--- src/hw/rtl/smsp_pkg.sv ---
`default_nettype none
package smsp_pkg;

    localparam int CHANNELS  = 64;
    localparam int MAX_PULSE = 8;

    localparam int CH_W    = 6;
    localparam int LEVEL_W = 16;
    localparam int SCALE_W = 12;
    localparam int PLEN_W  = 8;
    localparam int MS_W    = 12;
    localparam int PULSE_W = 4;
    localparam int MV_W    = 16;
    localparam int PROD_W  = LEVEL_W + SCALE_W;
    localparam int CFG_IDX_W  = 3;
    localparam int CFG_DATA_W = 16;
    localparam int IN_TDATA_W  = 24;
    localparam int OUT_TDATA_W = 24;

    localparam logic [MV_W-1:0]    IDLE_MV   = 16'd600;
    localparam logic [MS_W-1:0]    SINCE_MAX = 12'hFFF;

    localparam logic [LEVEL_W-1:0] MIN_LEVEL_RST = 16'd20;
    localparam logic [LEVEL_W-1:0] MAX_LEVEL_RST = 16'd300;
    localparam logic [SCALE_W-1:0] SCALE_RST     = 12'd256;
    localparam logic [PLEN_W-1:0]  PLEN_RST      = 8'd1;
    localparam logic [MS_W-1:0]    TIMEOUT_RST   = 12'd1000;

    typedef enum logic [1:0] {
        MODE_WRITE = 2'd0,
        MODE_MS    = 2'd1,
        MODE_PULSE = 2'd2,
        MODE_NONE  = 2'd3
    } t_mode;

    typedef enum logic [CFG_IDX_W-1:0] {
        CFG_MIN_LEVEL = 3'd0,
        CFG_MAX_LEVEL = 3'd1,
        CFG_SCALE     = 3'd2,
        CFG_PLEN      = 3'd3,
        CFG_TIMEOUT   = 3'd4
    } t_cfg_idx;

    typedef enum logic [1:0] {
        ST_IDLE  = 2'd0,
        ST_LEVEL = 2'd1,
        ST_OFF   = 2'd2,
        ST_ON    = 2'd3
    } t_state;

    typedef struct packed {
        logic accept;    // take the input transaction
        logic look;      // evaluate the fetched table entry
        logic load_off;  // push an off result into the output register
        logic load_on;   // push an on result into the output register
    } t_dp_cmd;

    typedef struct packed {
        logic tick;      // pending input is a millisecond tick
        logic pulse_end; // pending input is a pulse tick that ends the pulse
        logic off_pend;  // an off result is owed for the current transaction
        logic fire;      // visited channel fires
        logic out_free;  // output register can take a result this cycle
    } t_dp_stat;

endpackage
`default_nettype wire

--- src/hw/rtl/smsp_ctrl.sv ---
`default_nettype none
module smsp_ctrl (
    input  wire                    i_clk,
    input  wire                    i_rst_n,
    input  wire                    i_in_valid,
    output logic                   o_in_ready,
    input  smsp_pkg::t_dp_stat     i_stat,
    output smsp_pkg::t_dp_cmd      o_cmd
);
    import smsp_pkg::*;

    t_state r_state;
    t_state n_state;

    always_ff @(posedge i_clk) begin
        if (!i_rst_n) begin
            r_state <= ST_IDLE;
        end else begin
            r_state <= n_state;
        end
    end

    always_comb begin
        n_state    = r_state;
        o_in_ready = 1'b0;
        o_cmd      = '0;
        unique case (r_state)
            ST_IDLE: begin
                o_in_ready = 1'b1;
                if (i_in_valid) begin
                    o_cmd.accept = 1'b1;
                    if (i_stat.tick) begin
                        n_state = ST_LEVEL;
                    end else if (i_stat.pulse_end) begin
                        n_state = ST_OFF;
                    end
                end
            end
            ST_LEVEL: begin
                o_cmd.look = 1'b1;
                n_state    = ST_OFF;
            end
            ST_OFF: begin
                if (!i_stat.off_pend) begin
                    n_state = i_stat.fire ? ST_ON : ST_IDLE;
                end else if (i_stat.out_free) begin
                    o_cmd.load_off = 1'b1;
                    n_state        = i_stat.fire ? ST_ON : ST_IDLE;
                end
            end
            ST_ON: begin
                if (i_stat.out_free) begin
                    o_cmd.load_on = 1'b1;
                    n_state       = ST_IDLE;
                end
            end
            default: n_state = ST_IDLE;
        endcase
    end

    // a table lookup only ever directly follows an accepted tick
    a_look_after_tick: assert property (@(posedge i_clk) disable iff (!i_rst_n)
        o_cmd.look |-> $past(o_cmd.accept))
        else $error("table lookup without a preceding tick");

endmodule
`default_nettype wire

--- src/hw/rtl/smsp_dp.sv ---
`default_nettype none
module smsp_dp (
    input  wire                                  i_clk,
    input  wire                                  i_rst_n,
    // config
    input  wire                                  i_cfg_we,
    input  wire  [smsp_pkg::CFG_IDX_W-1:0]       i_cfg_index,
    input  wire  [smsp_pkg::CFG_DATA_W-1:0]      i_cfg_data,
    // input fields
    input  wire  [1:0]                           i_mode,
    input  wire  [smsp_pkg::CH_W-1:0]            i_entry_index,
    input  wire  [smsp_pkg::LEVEL_W-1:0]         i_entry_level,
    // result register
    input  wire                                  i_out_ready,
    output logic                                 o_out_valid,
    output logic [smsp_pkg::CH_W-1:0]            o_channel,
    output logic                                 o_channel_on,
    output logic [smsp_pkg::MV_W-1:0]            o_dac_mv,
    output logic                                 o_last,
    // control
    input  smsp_pkg::t_dp_cmd                    i_cmd,
    output smsp_pkg::t_dp_stat                   o_stat
);
    import smsp_pkg::*;

    // config registers
    logic [LEVEL_W-1:0] r_min_level;
    logic [LEVEL_W-1:0] r_max_level;
    logic [SCALE_W-1:0] r_scale;
    logic [PLEN_W-1:0]  r_plen;
    logic [MS_W-1:0]    r_timeout;

    always_ff @(posedge i_clk) begin
        if (!i_rst_n) begin
            r_min_level <= MIN_LEVEL_RST;
            r_max_level <= MAX_LEVEL_RST;
            r_scale     <= SCALE_RST;
            r_plen      <= PLEN_RST;
            r_timeout   <= TIMEOUT_RST;
        end else if (i_cfg_we) begin
            unique case (i_cfg_index)
                CFG_MIN_LEVEL: r_min_level <= i_cfg_data;
                CFG_MAX_LEVEL: r_max_level <= i_cfg_data;
                CFG_SCALE:     r_scale     <= i_cfg_data[SCALE_W-1:0];
                CFG_PLEN:      r_plen      <= i_cfg_data[PLEN_W-1:0];
                CFG_TIMEOUT:   r_timeout   <= i_cfg_data[MS_W-1:0];
                default: ;
            endcase
        end
    end

    // scan state
    logic                r_active;
    logic [MS_W-1:0]     r_since;
    logic [CH_W-1:0]     r_ptr;
    logic                r_live_valid;
    logic [CH_W-1:0]     r_live_ch;
    logic [PULSE_W-1:0]  r_pulse_left;
    logic [CHANNELS-1:0] r_valid;
    logic                r_off_pend;
    logic                r_fire;
    logic [CH_W-1:0]     r_ch;
    logic                r_rd_vld;
    logic [LEVEL_W-1:0]  r_rd_data;
    logic [PROD_W-1:0]   r_prod;
    logic [LEVEL_W-1:0]  mem [CHANNELS];

    logic                is_write, is_tick, is_pulse;
    logic                wr_ok;
    logic [MS_W-1:0]     since_n;
    logic                clear_n;
    logic                active_n;
    logic [CH_W-1:0]     ch_sel;
    logic [CH_W-1:0]     ptr_inc;
    logic [CH_W-1:0]     ptr_n;
    logic                pulse_end;
    logic [LEVEL_W-1:0]  level;
    logic                fire_n;
    logic [PULSE_W-1:0]  pulse_init;
    logic [MV_W+4:0]     mv_sum;
    logic [MV_W-1:0]     mv_on;
    logic                out_free;

    always_comb begin
        is_write = i_mode == MODE_WRITE;
        is_tick  = i_mode == MODE_MS;
        is_pulse = i_mode == MODE_PULSE;
        wr_ok    = is_write && ({1'b0, i_entry_index} < (CH_W+1)'(CHANNELS));

        since_n  = (r_since == SINCE_MAX) ? r_since : r_since + 1'b1;
        clear_n  = r_active && (since_n > r_timeout);
        active_n = r_active && !clear_n;

        ch_sel   = ({1'b0, r_ptr} >= (CH_W+1)'(CHANNELS)) ? '0 : r_ptr;
        ptr_inc  = ch_sel + 1'b1;
        ptr_n    = ({1'b0, ch_sel} + 1'b1 >= (CH_W+1)'(CHANNELS)) ? '0 : ptr_inc;

        pulse_end = is_pulse && (r_pulse_left == PULSE_W'(1)) && r_live_valid;

        level  = r_rd_vld ? r_rd_data : '0;
        fire_n = r_active && (level > r_min_level) && (level <= r_max_level);

        if (r_plen == '0) begin
            pulse_init = PULSE_W'(1);
        end else if (r_plen > PLEN_W'(MAX_PULSE)) begin
            pulse_init = PULSE_W'(MAX_PULSE);
        end else begin
            pulse_init = r_plen[PULSE_W-1:0];
        end

        mv_sum = (MV_W+5)'(IDLE_MV) + {1'b0, r_prod[PROD_W-1:8]};
        mv_on  = (mv_sum > (MV_W+5)'(16'hFFFF)) ? 16'hFFFF : mv_sum[MV_W-1:0];

        out_free = !o_out_valid || i_out_ready;

        o_stat.tick      = is_tick;
        o_stat.pulse_end = pulse_end;
        o_stat.off_pend  = r_off_pend;
        o_stat.fire      = r_fire;
        o_stat.out_free  = out_free;
    end

    // level table: one write port, registered read
    always_ff @(posedge i_clk) begin
        if (i_cmd.accept && wr_ok) begin
            mem[i_entry_index] <= i_entry_level;
        end
        r_rd_data <= mem[ch_sel];
    end

    always_ff @(posedge i_clk) begin
        if (!i_rst_n) begin
            r_active     <= 1'b0;
            r_since      <= '0;
            r_ptr        <= '0;
            r_live_valid <= 1'b0;
            r_live_ch    <= '0;
            r_pulse_left <= '0;
            r_valid      <= '0;
            r_off_pend   <= 1'b0;
            r_fire       <= 1'b0;
        end else begin
            if (i_cmd.accept) begin
                r_fire     <= 1'b0;
                r_off_pend <= (is_tick && r_live_valid) || pulse_end;
                if (wr_ok) begin
                    r_valid[i_entry_index] <= 1'b1;
                    r_active               <= 1'b1;
                    r_since                <= '0;
                end
                if (is_tick) begin
                    r_since      <= since_n;
                    r_active     <= active_n;
                    r_live_valid <= 1'b0;
                    r_pulse_left <= '0;
                    if (clear_n) begin
                        r_valid <= '0;
                    end
                    if (active_n) begin
                        r_ptr <= ptr_n;
                    end
                end
                if (is_pulse && r_pulse_left != '0) begin
                    r_pulse_left <= r_pulse_left - 1'b1;
                    if (pulse_end) begin
                        r_live_valid <= 1'b0;
                    end
                end
            end
            if (i_cmd.look) begin
                r_fire <= fire_n;
            end
            if (i_cmd.load_on) begin
                r_live_valid <= 1'b1;
                r_live_ch    <= r_ch;
                r_pulse_left <= pulse_init;
            end
        end
    end

    // payload side registers
    always_ff @(posedge i_clk) begin
        if (i_cmd.accept) begin
            r_ch     <= ch_sel;
            r_rd_vld <= r_valid[ch_sel];
        end
        if (i_cmd.look) begin
            r_prod <= level * r_scale;
        end
    end

    // output register
    always_ff @(posedge i_clk) begin
        if (!i_rst_n) begin
            o_out_valid <= 1'b0;
        end else if (i_cmd.load_off || i_cmd.load_on) begin
            o_out_valid <= 1'b1;
        end else if (i_out_ready) begin
            o_out_valid <= 1'b0;
        end
    end

    always_ff @(posedge i_clk) begin
        if (i_cmd.load_off) begin
            o_channel    <= r_live_ch;
            o_channel_on <= 1'b0;
            o_dac_mv     <= IDLE_MV;
            o_last       <= !r_fire;
        end else if (i_cmd.load_on) begin
            o_channel    <= r_ch;
            o_channel_on <= 1'b1;
            o_dac_mv     <= mv_on;
            o_last       <= 1'b1;
        end
    end

    a_load_free: assert property (@(posedge i_clk) disable iff (!i_rst_n)
        (i_cmd.load_off || i_cmd.load_on) |-> out_free)
        else $error("result loaded over an untaken result");

    a_pulse_live: assert property (@(posedge i_clk) disable iff (!i_rst_n)
        (r_pulse_left != '0) == r_live_valid)
        else $error("pulse counter and live channel disagree");

    a_clear_idle: assert property (@(posedge i_clk) disable iff (!i_rst_n)
        (i_cmd.accept && is_tick && clear_n) |=> (!r_active && r_valid == '0))
        else $error("timeout did not clear the table");

endmodule
`default_nettype wire

--- src/hw/rtl/stim_matrix_scan_pulser.sv ---
`default_nettype none
// Sequence: a table write is taken and gives no result; a millisecond tick goes
//   through the table lookup, then its off result, then its on result; a pulse
//   tick that ends a pulse goes straight to its off result.
// Flow: input is taken only in the idle state, so a new item waits until the last
//   is through; an output stall holds the controller until the register is free.
// Reset: i_rst_n synchronous, active low; table reads as zero, registers at defaults.
module stim_matrix_scan_pulser (
    input  wire                                   i_clk,
    input  wire                                   i_rst_n,
    // input stream
    input  wire                                   s_axis_tvalid,
    output logic                                  s_axis_tready,
    // [5:0] entry_index, [21:6] entry_level, [23:22] zero
    input  wire  [smsp_pkg::IN_TDATA_W-1:0]       s_axis_tdata,
    // [1:0] mode
    input  wire  [1:0]                            s_axis_tuser,
    // result stream
    output logic                                  m_axis_tvalid,
    input  wire                                   m_axis_tready,
    // [5:0] channel, [6] channel_on, [22:7] dac_mv, [23] zero
    output logic [smsp_pkg::OUT_TDATA_W-1:0]      m_axis_tdata,
    output logic                                  m_axis_tlast,
    // config write channel
    input  wire                                   i_cfg_valid,
    output logic                                  o_cfg_ready,
    input  wire  [smsp_pkg::CFG_IDX_W-1:0]        i_cfg_index,
    input  wire  [smsp_pkg::CFG_DATA_W-1:0]       i_cfg_data
);
    import smsp_pkg::*;

    t_dp_cmd  cmd;
    t_dp_stat stat;

    logic [CH_W-1:0] out_channel;
    logic            out_on;
    logic [MV_W-1:0] out_mv;

    // Config registers are plain flops, so a write always lands at once.
    assign o_cfg_ready = 1'b1;

    // Controller: idle -> (tick) table lookup -> off result -> on result.
    // Table writes finish in the accepting cycle; a pulse end goes straight
    // to the off result.
    smsp_ctrl u_ctrl (
        .i_clk      (i_clk),
        .i_rst_n    (i_rst_n),
        .i_in_valid (s_axis_tvalid),
        .o_in_ready (s_axis_tready),
        .i_stat     (stat),
        .o_cmd      (cmd)
    );

    // Datapath: level table with valid bits (timeout clear drops them all at
    // once), scan pointer, timeout counter, pulse counter, DAC scaling
    // multiply and the output register that decouples the result stream.
    smsp_dp u_dp (
        .i_clk         (i_clk),
        .i_rst_n       (i_rst_n),
        .i_cfg_we      (i_cfg_valid && o_cfg_ready),
        .i_cfg_index   (i_cfg_index),
        .i_cfg_data    (i_cfg_data),
        .i_mode        (s_axis_tuser),
        .i_entry_index (s_axis_tdata[CH_W-1:0]),
        .i_entry_level (s_axis_tdata[CH_W+LEVEL_W-1:CH_W]),
        .i_out_ready   (m_axis_tready),
        .o_out_valid   (m_axis_tvalid),
        .o_channel     (out_channel),
        .o_channel_on  (out_on),
        .o_dac_mv      (out_mv),
        .o_last        (m_axis_tlast),
        .i_cmd         (cmd),
        .o_stat        (stat)
    );

    // pack result fields, low field first, padded to whole bytes
    assign m_axis_tdata = {1'b0, out_mv, out_on, out_channel};

endmodule
`default_nettype wire

--- config.mk ---
export PLATFORM = sky130hd
export DESIGN_NAME = stim_matrix_scan_pulser
export DESIGN_NICKNAME = d
export VERILOG_FILES = /design/src/hw/rtl/smsp_pkg.sv /design/src/hw/rtl/smsp_ctrl.sv /design/src/hw/rtl/smsp_dp.sv /design/src/hw/rtl/stim_matrix_scan_pulser.sv
export SDC_FILE = /design/constraint.sdc
export NUM_CORES = 2
export LEC_CHECK = 0
export BUFFER_PORTS_ARGS = -buffer_cell sky130_fd_sc_hd__clkbuf_2
export CELL_PAD_IN_SITES_DETAIL_PLACEMENT = 1
export CELL_PAD_IN_SITES_GLOBAL_PLACEMENT = 1
export CORE_UTILIZATION = 40
export DETAILED_ROUTE_END_ITERATION = 12
export PLACE_DENSITY_LB_ADDON = 0.05
export SETUP_SLACK_MARGIN = 0.02
export SLEW_MARGIN = 30
export SYNTH_ARGS = -nofsm -noshare
export SYNTH_HDL_FRONTEND = slang
export SYNTH_SLANG_ARGS = --single-unit
--- constraint.sdc ---
create_clock -name i_clk -period 5.9 [get_ports i_clk]
set_clock_uncertainty 0.2 [all_clocks]
set_input_delay 1.18 -clock i_clk [delete_from_list [all_inputs] [get_ports i_clk]]
set_output_delay 1.18 -clock i_clk [all_outputs]
set_load 0.05 [all_outputs]
==> flow_metrics.py <==
metrics = {
    "run_status": {
        "outcome": "complete, no violations",
    },
    "logic_synthesis": {
        "postSynth.topFlopCell": "sky130_fd_sc_hd__edfxtp_1",
        "netlist_area_before_placement_sq_mm": 0.0552,
        "postSynthNetCount": 3581,
        "ys_warn_count": 0,
        "synth-async-reset-ratio_pct": 0,
        "syn_avg_cell_area_sq_um": 16.8,
        "syn-instance-count": 3280,
        "synth-edff-count": 1058,
        "synth_cell_type_count": 64,
        "synth.yosys.seq_area_share_pct": 64.7,
        "synth.ff_latch_count": 1254,
    },
    "route": {
        "remaining_drc_errors": 0,
        "drt.antenna.violating_nets": 0,
        "finalWirelength_um": 150000,
        "detail_route.vias_per_cell": 5.50,
        "firstDrtPassIters": 5,
        "via_count": 29743,
        "detail_route.iter0.violations": 1968,
        "routedWlPerCell_um": 27.7,
    },
    "die": {
        "fp.dieW_um": 373,
        "dieArea_sq_mm": 0.139,
        "floorplan.io_pins": 78,
        "die_h_um": 373,
        "initial_utilization_pct": 40.5,
        "core.rowCount": 135,
        "floorplan.core_area_sq_mm": 0.136,
    },
    "cells_and_area": {
        "multi_input_comb_area_sq_mm": 0.0183,
        "regArea_sq_mm": 0.0357,
        "most-common-layout-cells": "sky130_fd_sc_hd__edfxtp_1, sky130_fd_sc_hd__mux4_2, sky130_fd_sc_hd__nand2_1",
        "mostFrequentLayoutCell": "sky130_fd_sc_hd__edfxtp_1",
        "drive_above_1_share_pct": 26.4,
        "final_net_count": 3811,
        "layout.filler_cells": 12942,
        "flow.area_growth_from_synthesis_pct": 15.3,
        "layout.cell_area.non_filler_sq_mm": 0.0636,
    },
    "clocking": {
        "path_clk_slew_ns": 0.06,
        "htree_levels": 4,
        "cts_buffers": 139,
        "cts.sink_count": 1254,
        "worstSkewPairLatency_ns": 0.78,
        "post_cts_hold_buffer_count": 0,
        "tritoncts": "built",
        "cts_root_buf": "sky130_fd_sc_hd__clkbuf_16",
        "max-clock-path-buffers": 3,
    },
    "timing": {
        "worst_pin_slew_ns": 0.957,
        "final.period_utilization_pct": 97.6,
        "fmax_mhz": 174,
        "fin_crit_ns": 5.76,
        "holdWs_ns": 0.259,
        "final.setup.worst_slack_ns": 0.144,
        "rsz0062_at_grt": "true",
        "relSlewSlack_pct": 35.8,
        "setup_viol": 0,
        "fin_tns_setup_ns": 0,
        "timing_max_transition_violations_final": 0,
        "report.final.hold_viol_count": 0,
    },
    "power": {
        "clock_power_share_pct": 45.3,
        "net-switching-power_w": 0.00404,
        "cellInternalPower_w": 0.0146,
        "seqPwrFrac_pct": 51.7,
        "max-vdd-ir-drop_mv": 0.293,
        "fraction_of_power_consumed_by_combinational_cells_pct": 3.0,
        "leakage_nw": 21.8,
        "power_density_mw_per_mm2": 293,
        "p_sw_share_pct": 21.7,
    },
    "hold_path": {
        "worstHoldPathType": "flop to flop",
    },
    "placement": {
        "globalplace.congestion": 0.792,
        "hpwl_um": 93100,
        "dpl-instance-area_sq_mm": 0.0587,
        "buffer_ports.inserted": 73,
        "post-place-ws_ns": -0.154,
    },
    "critical_path": {
        "crit_path_start_kind": "flop",
        "crit_path_max_incr_delay_ns": 0.55,
        "end_kind": "flop",
        "critPathBufInv": 7,
        "crit_fanout": 8,
        "crit_path_cell_trace": "buf_6, buf_8, buf_6, and3_4, fa_1, inv_2, fa_1, inv_2, fa_1, fa_1, inv_2, fa_1, inv_2, ha_4, a211oi_2, o21a_1, nor3_4, o31a_1, o22a_1, a31oi_1, xnor2_1",
        "worst_path_dominant_cell_family": "adder cells",
        "crit_slowest_cell": "sky130_fd_sc_hd__fa_1",
        "worst-setup-path-type": "flop to flop",
        "cp_data_required_time_ns": 6.21,
        "most_frequent_cell_on_the_critical_path": "sky130_fd_sc_hd__fa_1",
        "critical_path_arrival_ns": 6.06,
    },
    "global_route": {
        "grt_first_pass_wirelength_um": 220000,
        "grt_max_degree": 67,
        "remaining_global_route_overflow": 0,
        "first_global_vias": 32633,
        "globalRouteTotalUtil_pct": 21.8,
        "number_of_antenna_violations_at_the_first_check_in_global_routing": 11,
    },
    "run": {
        "max_cap_viol_count": 0,
    },
}
## power groups by stage
stage / combinational [W] / clock (W) / sequential (W)
floorplan: 0.000237 / 0 / 0.00984
global placement: 0.000514 / 0 / 0.00983
detailed placement: 0.000539 / 0 / 0.00983
CTS: 0.000541 / 0.00867 / 0.00964
global route: 0.000605 / 0.00897 / 0.00964
finish: 0.000550 / 0.00844 / 0.00964
## worst register-to-register path: stages, from the launching register on
cell	delay, ns
sky130_fd_sc_hd__edfxtp_1	0.41
sky130_fd_sc_hd__buf_6	0.16
sky130_fd_sc_hd__buf_8	0.13
sky130_fd_sc_hd__buf_6	0.12
sky130_fd_sc_hd__and3_4	0.17
sky130_fd_sc_hd__fa_1	0.55
sky130_fd_sc_hd__inv_2	0.04
sky130_fd_sc_hd__fa_1	0.55
sky130_fd_sc_hd__inv_2	0.05
sky130_fd_sc_hd__fa_1	0.49
sky130_fd_sc_hd__fa_1	0.53
sky130_fd_sc_hd__inv_2	0.04
sky130_fd_sc_hd__fa_1	0.54
sky130_fd_sc_hd__inv_2	0.05
sky130_fd_sc_hd__ha_4	0.21
sky130_fd_sc_hd__a211oi_2	0.21
sky130_fd_sc_hd__o21a_1	0.18
sky130_fd_sc_hd__nor3_4	0.06
sky130_fd_sc_hd__o31a_1	0.32
sky130_fd_sc_hd__o22a_1	0.19
sky130_fd_sc_hd__a31oi_1	0.20
sky130_fd_sc_hd__xnor2_1	0.10
## synth_stat cells (20+ instances only)
library cell,n,area [sq um]
sky130_fd_sc_hd__nand3_1,37,185
sky130_fd_sc_hd__edfxtp_1,1058,31800
sky130_fd_sc_hd__a21oi_1,41,205
sky130_fd_sc_hd__nor3_1,20,100
sky130_fd_sc_hd__nand2_1,311,1170
sky130_fd_sc_hd__o21ai_0,45,225
sky130_fd_sc_hd__and3_1,84,526
sky130_fd_sc_hd__and2_1,20,125
sky130_fd_sc_hd__nor2_1,91,342
sky130_fd_sc_hd__buf_2,21,105
sky130_fd_sc_hd__fa_1,139,2780
sky130_fd_sc_hd__nor2b_1,28,175
sky130_fd_sc_hd__clkbuf_1,124,465
sky130_fd_sc_hd__inv_1,228,856
sky130_fd_sc_hd__mux4_2,357,8040
sky130_fd_sc_hd__o21a_1,72,541
sky130_fd_sc_hd__a21boi_0,60,450
sky130_fd_sc_hd__a21o_1,28,210
sky130_fd_sc_hd__xnor2_1,27,236
sky130_fd_sc_hd__ha_1,112,1400
sky130_fd_sc_hd__dfxtp_1,196,3920
## cells by family after synthesis
family | synth area share (%)
buffers and inverters | 2.86
AND/OR/NAND/NOR | 5.47
adder cells (fa/ha/maj) | 7.58
AO/OA/AOI/OAI | 4.01
flip-flops | 64.7
other | 0.0136
multiplexers | 14.7
XOR/XNOR | 0.635
## path summary, 6_finish.rpt
path | cells past startpoint | startpoint | slack, ns | to
max | 21 | u_dp.r_rd_vld | 0.14 | u_dp.r_prod[27]
min reg2reg | 1 | u_dp.r_valid[38] | 0.26 | u_dp.r_valid[38]
min | 1 | u_dp.r_valid[38] | 0.26 | u_dp.r_valid[38]
max reg2reg | 21 | u_dp.r_rd_vld | 0.14 | u_dp.r_prod[27]
## metal layers
metal | vias up | GRT usage (%) | wire, um
met4 | 4 | 6.83 | 4180
met3 | 222 | 3.27 | 5400
li1 | 12966 | - | -
met1 | 15990 | 28.1 | 63700
met5 | - | 0 | 21
met2 | 561 | 38.0 | 76800
## flip-flops by register name (all words and copies together) (netlist names), 2 cells and up
name	count
u_ctrl.r_state	2
u_dp.ch_sel	6
u_dp.mem	1024
u_dp.o_channel	6
u_dp.o_dac_mv	16
u_dp.r_ch	6
u_dp.r_live_ch	6
u_dp.r_max_level	16
u_dp.r_min_level	16
u_dp.r_plen	8
u_dp.r_prod	20
u_dp.r_pulse_left	4
u_dp.r_rd_data	16
u_dp.r_scale	12
u_dp.r_since	12
u_dp.r_timeout	12
u_dp.r_valid	64
## metrics by stage
stage	utilization, %	total power [W]	std cells
after floorplan	-	0.0101	3280
after global placement	43.1	0.0103	5137
after detailed placement	43.1	0.0104	5137
after CTS	46.4	0.0188	5394
after global routing	46.7	0.0192	5407
final	46.7	0.0186	5412
## what timing repair did
action,4_1_cts,5_1_grt
cloned,0,2
buffers inserted,0,14
endpoints found under the setup margin,7,11
pin swaps,1,43
resized for setup,7,79
## layout make-up
type / count / area share (%)
Sequential cell: 1254 / 56.1
Multi-Input combinational cell: 1624 / 28.8
Clock inverter: 80 / 1.18
Clock buffer: 177 / 5.81
Antenna cell: 5 / 0.0197
Tap cell: 1781 / 3.50
Inverter: 229 / 1.35
Timing Repair Buffer: 262 / 3.14
Note: power is estimated with default switching activity, not from simulation.
